$ cat src/rtl/caldate_pkg.sv
package caldate_pkg;

  localparam int FUNC_W  = 3;
  localparam int VALUE_W = 14;
  localparam int DAY_W   = 5;
  localparam int MONTH_W = 4;
  localparam int YEAR_W  = 14;
  localparam int WDAY_W  = 3;

  localparam int DEF_MAX_YEAR = 9999;

  localparam logic [FUNC_W-1:0] FN_NEXT = 3'd0;
  localparam logic [FUNC_W-1:0] FN_PREV = 3'd1;
  localparam logic [FUNC_W-1:0] FN_ADD  = 3'd2;
  localparam logic [FUNC_W-1:0] FN_SETD = 3'd3;
  localparam logic [FUNC_W-1:0] FN_SETM = 3'd4;
  localparam logic [FUNC_W-1:0] FN_SETY = 3'd5;

  typedef struct packed {
    logic load;
    logic exec;
    logic step;
    logic add_fin;
    logic out_load;
  } dp_cmd_t;

  typedef struct packed {
    logic is_add;
    logic add_done;
  } dp_stat_t;

endpackage

$ cat src/rtl/caldate_ctrl.sv
module caldate_ctrl (
  input  logic                clk,
  input  logic                rst,
  input  logic                in_valid,
  output logic                in_ready,
  input  logic                out_ready,
  output logic                out_valid,
  input  caldate_pkg::dp_stat_t stat,
  output caldate_pkg::dp_cmd_t  cmd
);
  import caldate_pkg::*;

  typedef enum logic [2:0] {
    S_IDLE, S_PREP, S_EXEC, S_ADD, S_WK0, S_WK1, S_WK2, S_DONE
  } state_t;

  state_t state;

  assign in_ready = (state == S_IDLE);

  always_comb begin
    cmd = '0;
    unique case (state)
      S_IDLE:  cmd.load     = in_valid;
      S_EXEC:  cmd.exec     = 1'b1;
      S_ADD: begin
        cmd.step    = !stat.add_done;
        cmd.add_fin = stat.add_done;
      end
      S_DONE:  cmd.out_load = !out_valid || out_ready;
      default: cmd = '0;
    endcase
  end

  always_ff @(posedge clk) begin
    if (rst) begin
      state     <= S_IDLE;
      out_valid <= 1'b0;
    end else begin
      unique case (state)
        S_IDLE:  if (in_valid) state <= S_PREP;
        S_PREP:  state <= stat.is_add ? S_ADD : S_EXEC;
        S_EXEC:  state <= S_WK0;
        S_ADD:   if (stat.add_done) state <= S_WK0;
        S_WK0:   state <= S_WK1;
        S_WK1:   state <= S_WK2;
        S_WK2:   state <= S_DONE;
        S_DONE:  if (!out_valid || out_ready) state <= S_IDLE;
        default: state <= S_IDLE;
      endcase
      if (cmd.out_load) begin
        out_valid <= 1'b1;
      end else if (out_ready) begin
        out_valid <= 1'b0;
      end
    end
  end

endmodule

$ cat src/rtl/caldate_dp.sv
module caldate_dp #(
  parameter int MAX_YEAR = caldate_pkg::DEF_MAX_YEAR
) (
  input  logic                              clk,
  input  logic                              rst,
  input  logic [caldate_pkg::FUNC_W-1:0]    func,
  input  logic [caldate_pkg::VALUE_W-1:0]   value,
  input  caldate_pkg::dp_cmd_t              cmd,
  output caldate_pkg::dp_stat_t             stat,
  output logic [caldate_pkg::DAY_W-1:0]     cur_day,
  output logic [caldate_pkg::MONTH_W-1:0]   cur_month,
  output logic [caldate_pkg::YEAR_W-1:0]    cur_year,
  output logic [caldate_pkg::WDAY_W-1:0]    weekday,
  output logic                              accepted
);
  import caldate_pkg::*;

  localparam int WD_W = YEAR_W + 1;
  localparam logic [YEAR_W-1:0] YMAX = YEAR_W'(MAX_YEAR);
  localparam logic [12:0] RECIP100 = 13'd5243;   // 2^19 / 100, rounded up
  localparam logic [14:0] RECIP7   = 15'd18725;  // 2^17 / 7, rounded up

  function automatic logic is_leap(input logic [YEAR_W-1:0] y);
    logic [26:0]       p;
    logic [7:0]        q;
    logic [YEAR_W-1:0] r;
    p = 27'(y) * 27'(RECIP100);
    q = p[26:19];
    r = y - YEAR_W'(YEAR_W'(q) * YEAR_W'(100));
    return ((y[1:0] == 2'd0) && (r != '0)) || ((r == '0) && (q[1:0] == 2'd0));
  endfunction

  function automatic logic [DAY_W-1:0] month_len(input logic [MONTH_W-1:0] m,
                                                 input logic leap);
    case (m) inside
      4'd1, 4'd3, 4'd5, 4'd7, 4'd8, 4'd10, 4'd12: return 5'd31;
      4'd4, 4'd6, 4'd9, 4'd11:                    return 5'd30;
      4'd2:                                       return leap ? 5'd29 : 5'd28;
      default:                                    return 5'd0;
    endcase
  endfunction

  // (2m + 3(m+1)/5) mod 7, Jan/Feb counted as months 13/14
  function automatic logic [2:0] month_term(input logic [MONTH_W-1:0] m);
    case (m)
      4'd1:    return 3'd6;
      4'd2:    return 3'd2;
      4'd3:    return 3'd1;
      4'd4:    return 3'd4;
      4'd5:    return 3'd6;
      4'd6:    return 3'd2;
      4'd7:    return 3'd4;
      4'd8:    return 3'd0;
      4'd9:    return 3'd3;
      4'd10:   return 3'd5;
      4'd11:   return 3'd1;
      4'd12:   return 3'd3;
      default: return 3'd0;
    endcase
  endfunction

  logic [DAY_W-1:0]   day;
  logic [MONTH_W-1:0] month;
  logic [YEAR_W-1:0]  year;

  logic [FUNC_W-1:0]  func_r;
  logic [WD_W-1:0]    wd;
  logic [MONTH_W-1:0] wm;
  logic [YEAR_W-1:0]  wy;
  logic               wleap;
  logic               mbad;
  logic               add_fail;
  logic               ok_r;

  logic [WD_W-1:0]    mlen_x;
  logic [WD_W-1:0]    nd;
  logic [MONTH_W-1:0] nm;
  logic [YEAR_W-1:0]  ny;
  logic               exec_ok;
  logic               commit;

  logic [YEAR_W-1:0]  yp;
  logic [YEAR_W-1:0]  yp_r;
  logic [26:0]        p100_r;
  logic [24:0]        p400_r;
  logic [DAY_W-1:0]   dd_r;
  logic [2:0]         mt_r;
  logic [WD_W-1:0]    s_r;
  logic [29:0]        pm_r;
  logic [WD_W-1:0]    wk;

  assign mlen_x = WD_W'(month_len(wm, wleap));

  assign stat.is_add   = (func_r == FN_ADD);
  assign stat.add_done = add_fail || (wd <= mlen_x);

  always_comb begin
    nd      = wd;
    nm      = wm;
    ny      = wy;
    exec_ok = 1'b0;
    case (func_r)
      FN_NEXT: begin
        exec_ok = 1'b1;
        if (wd == mlen_x) begin
          nd = WD_W'(1);
          if (wm == 4'd12) begin
            if (wy == YMAX) begin
              exec_ok = 1'b0;
            end else begin
              nm = 4'd1;
              ny = wy + YEAR_W'(1);
            end
          end else begin
            nm = wm + 4'd1;
          end
        end else begin
          nd = wd + WD_W'(1);
        end
      end
      FN_PREV: begin
        exec_ok = 1'b1;
        if (wd > WD_W'(1)) begin
          nd = wd - WD_W'(1);
        end else if (wm > 4'd1) begin
          nm = wm - 4'd1;
          nd = WD_W'(month_len(wm - 4'd1, wleap));
        end else if (wy == YEAR_W'(1)) begin
          exec_ok = 1'b0;
        end else begin
          nm = 4'd12;
          nd = WD_W'(31);
          ny = wy - YEAR_W'(1);
        end
      end
      FN_SETD: exec_ok = (wd >= WD_W'(1)) && (wd <= mlen_x);
      FN_SETM: exec_ok = !mbad && (wd <= mlen_x);
      FN_SETY: exec_ok = (wy >= YEAR_W'(1)) && (wy <= YMAX) && (wd <= mlen_x);
      default: exec_ok = 1'b0;
    endcase
  end

  assign commit = (cmd.exec && exec_ok) || (cmd.add_fin && !add_fail);

  always_ff @(posedge clk) begin
    if (rst) begin
      day   <= DAY_W'(1);
      month <= MONTH_W'(1);
      year  <= YEAR_W'(1);
    end else if (cmd.exec && exec_ok) begin
      day   <= nd[DAY_W-1:0];
      month <= nm;
      year  <= ny;
    end else if (commit) begin
      day   <= wd[DAY_W-1:0];
      month <= wm;
      year  <= wy;
    end
  end

  // working copy of the date; the leap flag is registered from the working year
  always_ff @(posedge clk) begin
    wleap <= is_leap(wy);
    if (cmd.load) begin
      func_r   <= func;
      add_fail <= 1'b0;
      mbad     <= (func == FN_SETM) && (value[VALUE_W-1:MONTH_W] != '0);
      wm       <= (func == FN_SETM) ? value[MONTH_W-1:0] : month;
      wy       <= (func == FN_SETY) ? value : year;
      case (func)
        FN_ADD:  wd <= WD_W'(day) + WD_W'(value);
        FN_SETD: wd <= WD_W'(value);
        default: wd <= WD_W'(day);
      endcase
    end else if (cmd.step) begin
      wd <= wd - mlen_x;
      if (wm == 4'd12) begin
        if (wy == YMAX) begin
          add_fail <= 1'b1;
        end else begin
          wm <= 4'd1;
          wy <= wy + YEAR_W'(1);
        end
      end else begin
        wm <= wm + 4'd1;
      end
    end
    if (cmd.exec) begin
      ok_r <= exec_ok;
    end else if (cmd.add_fin) begin
      ok_r <= !add_fail;
    end
  end

  // weekday pipeline on the committed date
  assign yp = (month <= 4'd2) ? year - YEAR_W'(1) : year;
  assign wk = s_r - WD_W'(WD_W'(pm_r[29:17]) * WD_W'(7));

  always_ff @(posedge clk) begin
    yp_r   <= yp;
    dd_r   <= day;
    mt_r   <= month_term(month);
    p100_r <= 27'(yp) * 27'(RECIP100);
    p400_r <= 25'(yp[YEAR_W-1:2]) * 25'(RECIP100);
    s_r    <= WD_W'(dd_r) + WD_W'(mt_r) + WD_W'(yp_r) + WD_W'(yp_r[YEAR_W-1:2])
              - WD_W'(p100_r[26:19]) + WD_W'(p400_r[24:19]);
    pm_r   <= 30'(s_r) * 30'(RECIP7);
  end

  always_ff @(posedge clk) begin
    if (cmd.out_load) begin
      cur_day   <= day;
      cur_month <= month;
      cur_year  <= year;
      weekday   <= wk[WDAY_W-1:0];
      accepted  <= ok_r;
    end
  end

endmodule

$ cat src/rtl/calendar_date_counter.sv
// Gregorian date counter, reset to 1 January of year 1.
// Input channel in_valid/in_ready carries one word: func and value.
// func: next day, previous day, add value days, set day, set month, set year.
// Output channel out_valid/out_ready returns one word per input word: the
// date after the operation, its weekday (0 = Monday) and an accepted flag.
// Refused operations (invalid date, year outside 1..MAX_YEAR) keep the date.
// One word at a time: in_ready is high only when idle, so a new word is
// taken only after the last result is loaded into the output register.
// Every function passes through the states PREP, EXEC, WK0, WK1, WK2 and
// DONE before out_valid is set; add uses ADD in place of EXEC and stays
// there until every month boundary is crossed. The add loop steps one
// month per cycle through a single subtract/compare unit; the weekday comes
// from a three-stage multiply pipeline after the date is updated.
// A new word can be taken in the cycle after the result is loaded into the
// output register, so while that register waits for out_ready the next word
// is still accepted and computed; it stalls only in its final cycle until
// the receiver takes the waiting word.
// Reset (synchronous, active high) returns the date to 1/1/1, clears
// out_valid and leaves the block idle.
module calendar_date_counter #(
  parameter int MAX_YEAR = caldate_pkg::DEF_MAX_YEAR
) (
  input  logic                              clk,
  input  logic                              rst,
  input  logic                              in_valid,
  output logic                              in_ready,
  input  logic [caldate_pkg::FUNC_W-1:0]    func,
  input  logic [caldate_pkg::VALUE_W-1:0]   value,
  output logic                              out_valid,
  input  logic                              out_ready,
  output logic [caldate_pkg::DAY_W-1:0]     cur_day,
  output logic [caldate_pkg::MONTH_W-1:0]   cur_month,
  output logic [caldate_pkg::YEAR_W-1:0]    cur_year,
  output logic [caldate_pkg::WDAY_W-1:0]    weekday,
  output logic                              accepted
);
  import caldate_pkg::*;

  dp_cmd_t  cmd;
  dp_stat_t stat;

  caldate_ctrl u_ctrl (
    .clk       (clk),
    .rst       (rst),
    .in_valid  (in_valid),
    .in_ready  (in_ready),
    .out_ready (out_ready),
    .out_valid (out_valid),
    .stat      (stat),
    .cmd       (cmd)
  );

  caldate_dp #(
    .MAX_YEAR (MAX_YEAR)
  ) u_dp (
    .clk       (clk),
    .rst       (rst),
    .func      (func),
    .value     (value),
    .cmd       (cmd),
    .stat      (stat),
    .cur_day   (cur_day),
    .cur_month (cur_month),
    .cur_year  (cur_year),
    .weekday   (weekday),
    .accepted  (accepted)
  );

endmodule

$ cat config.mk
export PLATFORM = sky130hd
export DESIGN_NAME = calendar_date_counter
export DESIGN_NICKNAME = d
export VERILOG_FILES = /design/src/rtl/caldate_pkg.sv /design/src/rtl/caldate_ctrl.sv /design/src/rtl/caldate_dp.sv /design/src/rtl/calendar_date_counter.sv
export SDC_FILE = /design/constraint.sdc
export NUM_CORES = 1
export LEC_CHECK = 0
export BUFFER_PORTS_ARGS = -buffer_cell sky130_fd_sc_hd__buf_4
export CAP_MARGIN = 20
export CORE_MARGIN = 2
export CORE_UTILIZATION = 44
export DETAILED_ROUTE_END_ITERATION = 10
export PLACE_DENSITY = 0.68
export SYNTH_ARGS = -nofsm -noshare
export SYNTH_HDL_FRONTEND = slang
export SYNTH_SLANG_ARGS = --single-unit
$ cat constraint.sdc
create_clock -name clk -period 25.8 [get_ports clk]
set_input_delay 5.16 -clock clk [delete_from_list [all_inputs] [get_ports clk]]
set_output_delay 5.16 -clock clk [all_outputs]
set_load 0.01 [all_outputs]
* Word-level counts from Yosys, hierarchy flattened
Memories as Yosys holds them, arrays and structs flattened. A register that Yosys moved wholly into a read port is not among the register bits.
Cells that the tools add are included.
** Storage, ports and cells
- Flip-flop bits (word level) :: 210
- Memory bits (read-only) :: 48
- Input bits :: 21
- Output and inout bits :: 29
- Word-level logic and storage cells :: 196
- Memories :: 1
** Memories
- (no name shown) :: words 16, width 3, rd ports 1, clocked after Yosys merged registers in 1, write ports 0, RTL line caldate_dp.sv:45 : case (m)
** Operators by class
- Add/sub/neg operators :: 16
- $mul :: 6
- Magnitude comparators :: 7
- Eq/ne operators :: 46
- Multiplexer cells :: 62
- Reductions and logical operators :: 34
** Operators with widths (count)
- 14-bit two-way mux :: 12
- 5-bit two-way mux :: 12
- 14-bit by 13-bit multiplier with 27-bit output, second input constant :: 2
- 4-bit two-way mux :: 11
- 4-bit equality test, second input constant :: 10
- 4-bit by 3-bit equality test with 1-bit output, second input constant :: 8
- 15-bit by 15-bit multiplier with 30-bit output, second input constant :: 1
- 15-bit two-way mux :: 2
- 15-bit case mux with 2 select lines :: 1
- 14-bit case mux with 2 select lines :: 1
- 14-bit by 1-bit subtractor with 14-bit output, second input constant :: 2
- 12-bit by 13-bit multiplier with 25-bit output, second input constant :: 1
- 3-bit equality test, second input constant :: 8
- 3-bit case mux with 8 select lines :: 1
- 3-bit by 2-bit equality test with 1-bit output, second input constant :: 6
- 4-bit by 2-bit equality test with 1-bit output, second input constant :: 4
- 15-bit by 12-bit adder with 15-bit output :: 1
- 15-bit by 14-bit adder with 15-bit output :: 1
- 15-bit by 6-bit adder with 15-bit output :: 1
- 5-bit by 14-bit adder with 15-bit output :: 1
- 15-bit by 5-bit equality test with 1-bit output :: 1
- 15-bit by 1-bit >= comparator with 1-bit output, second input constant :: 1
- 15-bit by 1-bit > comparator with 1-bit output, second input constant :: 1
- 15-bit by 5-bit <= comparator with 1-bit output :: 1
- 40 further kinds :: 81

* Depth between registers and ports, before layout
- Depth after elaboration :: 12
- Depth in mapped cells :: 40
- Depth with buffers taken out :: 40

* By module
Synthesis repeated with hierarchy kept, for this count alone.
** Second synthesis, totals
- Cell total of the unflattened synthesis :: 2152
- Area total of the unflattened synthesis :: 20917.6 um^2
** Modules (own cells, without submodules)
- caldate_dp :: instances 1, cells each 2122, area each 20629.8 um^2, sequential area each 3533.4 um^2
- caldate_ctrl :: instances 1, cells each 30, area each 287.8 um^2, sequential area each 80.1 um^2

* Worst setup path before layout
No wires, ideal clock.
- Kind :: register to register
- Start point :: register u_dp.wy[11]
- End point :: register u_dp.wleap
- Setup time :: 0.125 ns
- Arrival time :: 8.309 ns
- Data required time :: 25.675 ns
- Slack :: 17.366 ns
- Cell stages (with the launch flop) :: 37
- Buffers on the path :: 0
- Clock period less this slack :: 8.434 ns
- Path through :: edfxtp_1 -> fa_1 -> ha_1 -> inv_1 -> fa_1 -> inv_1 -> fa_1 -> inv_1 -> fa_1 -> inv_1 -> ha_1 -> a21oi_1 -> o21ai_0 -> nor2_1 -> a311o_1 -> o21bai_1 -> a21oi_1 -> o21ba_2 -> xnor2_1 -> ha_1 -> ha_1 -> inv_1 -> fa_1 -> inv_1 -> ha_1 -> a21oi_1 -> o21bai_1 -> a21oi_1 -> xor2_1 -> ha_1 -> o32ai_1 -> nor3_1 -> o21ai_0 -> a211oi_1 -> and3_1 -> o22ai_1 -> o41a_1
** On the way
- Longest elaborated chain between the ends :: 6
- Elaborated cells between the ends (all ways) :: 9
- Those cells by class :: 1 x add/sub; 2 x mul; 6 x reduce/logical
** RTL lines
- from (decl) :: RTL line caldate_dp.sv:69 : logic [YEAR_W-1:0] wy;
- from (signal assigned) :: RTL line caldate_dp.sv:169 : wy <= (func == FN_SETY) ? value : year;
- from (signal assigned) :: RTL line caldate_dp.sv:182 : wy <= wy + YEAR_W'(1);
- 14-bit by 13-bit multiplier with 27-bit output :: RTL line caldate_dp.sv:27 : p = 27'(y) * 27'(RECIP100);
- 8-bit by 5-bit multiplier with 12-bit output :: RTL line caldate_dp.sv:29 : r = y - YEAR_W'(YEAR_W'(q) * YEAR_W'(100));
- 14-bit subtractor :: RTL line caldate_dp.sv:29
- 14-bit nonzero test / 14-bit zero test (equally long branches) :: RTL line caldate_dp.sv:30 : return ((y[1:0] == 2'd0) && (r != '0)) || ((r == '0) && (q[1:0] == 2'd0));
- 1-bit logical AND :: RTL line caldate_dp.sv:30
- 1-bit logical OR (*) :: RTL line caldate_dp.sv:30
- to (signal assigned) :: RTL line caldate_dp.sv:163 : wleap <= is_leap(wy);
- to (decl) :: RTL line caldate_dp.sv:70 : logic wleap;
Mark *: on every way between the ends. The rest lies on a longest branch, timed or not.
A chain may end at the register's enable or synchronous reset.

* Worst setup path after layout
- Start point :: register u_dp.wy[4]
- End point :: register u_dp.wleap
Same word-level chain as after synthesis.

==> results.ini <==
[synth]
yosysTopAreaCellShare = 0.269
yosysUniqueCellTypes = 84
async_reset_ff_frac = 0
ys_top_cells_by_area = ha_1, fa_1, edfxtp_1, inv_1, dfxtp_1
synth_seq_area_share = 0.172
synth_area_um2 = 21000
synth_edf_count = 65
synth_top_cell_by_area = ha_1
ys_seq_elements = 148
yosys_warnings = 0
ys_top_cells_by_count = inv_1, ha_1, fa_1, nor2_1
synth_area_per_cell_um2 = 9.59
syn-num-nets = 2882
yosysMostFrequentCell = inv_1
syn-instance-count = 2185
synth-main-ff-cell = dfxtp_1

[clocking]
cts_buffers = 17
hold_buffers = 0
root_buffer = clkbuf_16
numClockSinks = 148
clk_path_buf_depth = 2
cts_resized = 0
post_cts_buffers = 0
clk_pin_slew_ns = 0.06
cts_max_level = 4
tritoncts = done
clk_latency_ns = 0.45

[sta]
hold_viol_final = 0
report.final.slew_viol_count = 0
fmax_mhz = 107
period_needed_ns = 9.36
finalClockSkew_ns = 0.0111
worst_pin_slew_ns = 1.03
rsz0062_at_grt = false
slew-limit-headroom = 0.308
fin_tns_setup_ns = 0
setup_viol = 0
finalCritPeriodShare = 0.363

[setup_path]
startpoint = u_dp.wy[4]
rr_worst_depth = 38
start_kind = flop
path_delay_family = adder cells
crit_path_frequent_cell = inv_1
reg2reg_from = u_dp.wy[4]
r2r-end = u_dp.wleap
critPathKind = reg2reg
rrSetupSlack_ns = 16.44
arrival_ns = 9.68
end_kind = flop
path_max_fanout = 11
cpMaxStageDelayCell = edfxtp_1
cp.required_ns = 26.13
max_stage_delay_ns = 0.70
cp_num_buf_inv = 8

[detailed_routing]
drc = 0
routed_wl_um = 50700
drtIter0Drc = 897
vias = 15400
ant_nets = 0
vias_per_cell = 5.37
wl_per_cell_um = 17.7
dr.pass1.iters = 5

[min_path]
hold_class = reg2reg
hold_path.startpoint = u_dp.ok_r
holdPathStages = 0
holdPathEnd = u_dp.accepted

[grt]
grt_overflow = 0
antenna_found_initial = 1
grt_max_degree = 36
grt_pass1_wl_um = 83000
grt_pass1_vias = 15900
grtUsageTotal = 0.211

[run]
maxCapViolCount = 0

[placed_design]
post-dp-hpwl_um = 41900
io_buffers = 49
globalplace.congestion = 0.941
dpl.cell_count = 2831

[finish]
fin_cells = 2863
final_layout_size_suffix_gt1_frac = 0.0568
final_net_count = 2940
utilization = 0.485
syn_to_final_growth_pct = 8.24

[floorplanning]
die_h_um = 222
core.rowCount = 79
ios = 50
design.core.area_um2 = 46800
die-width_um = 222
start_util = 0.448
die-area_um2 = 49400

[outcome]
status = complete, no violations

==> stage by stage <==
stage	setup WS, ns	hold WS [ns]	area, µm²
floorplan	17.37	0.377	21000
global placement	16.75	0.423	22100
detailed placement	16.49	0.412	22100
CTS	16.47	0.426	22700
global route	15.78	0.444	22700
finish	16.44	0.429	22700
==> cells by family (layout without fill, tap and decap cells) <==
family                   count (synthesis)  after routing  share of synthesized area
buffers and inverters                  484            554                     0.0882
multiplexers                            18             18                    0.00871
XOR/XNOR                               120            120                     0.0501
adder cells (fa/ha/maj)                677            677                      0.485
AND/OR/NAND/NOR                        385            385                     0.0883
flip-flops                             148            148                      0.172
other                                    0              1                          0
AO/OA/AOI/OAI                          353            353                      0.107
==> cell usage in the layout, fill, tap and decap left out, types with 5 or more instances in the layout <==
cell type	count
inv_1	452
ha_1	450
fa_1	226
nor2_1	110
nand2_1	102
a21oi_1	102
xnor2_1	87
dfxtp_1	83
o21ai_0	79
buf_4	70
edfxtp_1	65
xor2_1	33
nand3_1	32
nor3_1	31
a21o_1	26
clkbuf_16	19
o22ai_1	18
nor2b_1	17
nand2b_1	17
a31oi_1	17
mux2i_1	16
nand4_1	14
a211oi_1	13
and3_1	11
o21bai_1	10
or3_1	8
o211ai_1	7
nor4_1	7
or2_2	7
a221oi_1	7
o21ai_1	6
o21a_1	6
a21boi_0	6
a32oi_1	6
clkinvlp_4	6
or4_1	5
nor3b_1	5
o31ai_1	5
==> how the worst max path moves through the flow <==
stage / to / cells after the start
global placement: u_dp.wleap / 37
floorplan: u_dp.wleap / 36
global route: u_dp.wleap / 39
finish: u_dp.wleap / 38
detailed placement: u_dp.wleap / 39
CTS: u_dp.wleap / 39
==> final cells by class <==
| cell class | instances | area (µm²) |
|---|---|---|
| Sequential cell | 148 | 3610 |
| Multi-Input combinational cell | 1553 | 15500 |
| Inverter | 453 | 1700 |
| Clock inverter | 12 | 104 |
| Timing Repair Buffer | 70 | 526 |
| Antenna cell | 1 | 2.50 |
| Tap cell | 607 | 759 |
| Fill cell | 4306 | 24100 |
| Clock buffer | 19 | 475 |
==> flip-flops by register name, summed over array words and instances, names as in the netlist, 6 cells and up <==
name	count
u_dp.p100_r	8
u_dp.year	14
u_dp.cur_year	14
u_dp.p400_r	6
u_dp.s_r	15
u_dp.yp_r	14
u_dp.wy	14
u_dp.wd	15
==> routing by layer <==
layer  GRT usage  up-vias  part of all wire
met2       0.351      411              0.47
met1       0.294     7495              0.46
met3      0.0279       62             0.051
met5           0        -                 0
met4      0.0456        0             0.016
li1            -     7416                 -
Power is not shown: default switching activity piles up to over one toggle a cycle in this logic, so the estimate is an artifact.
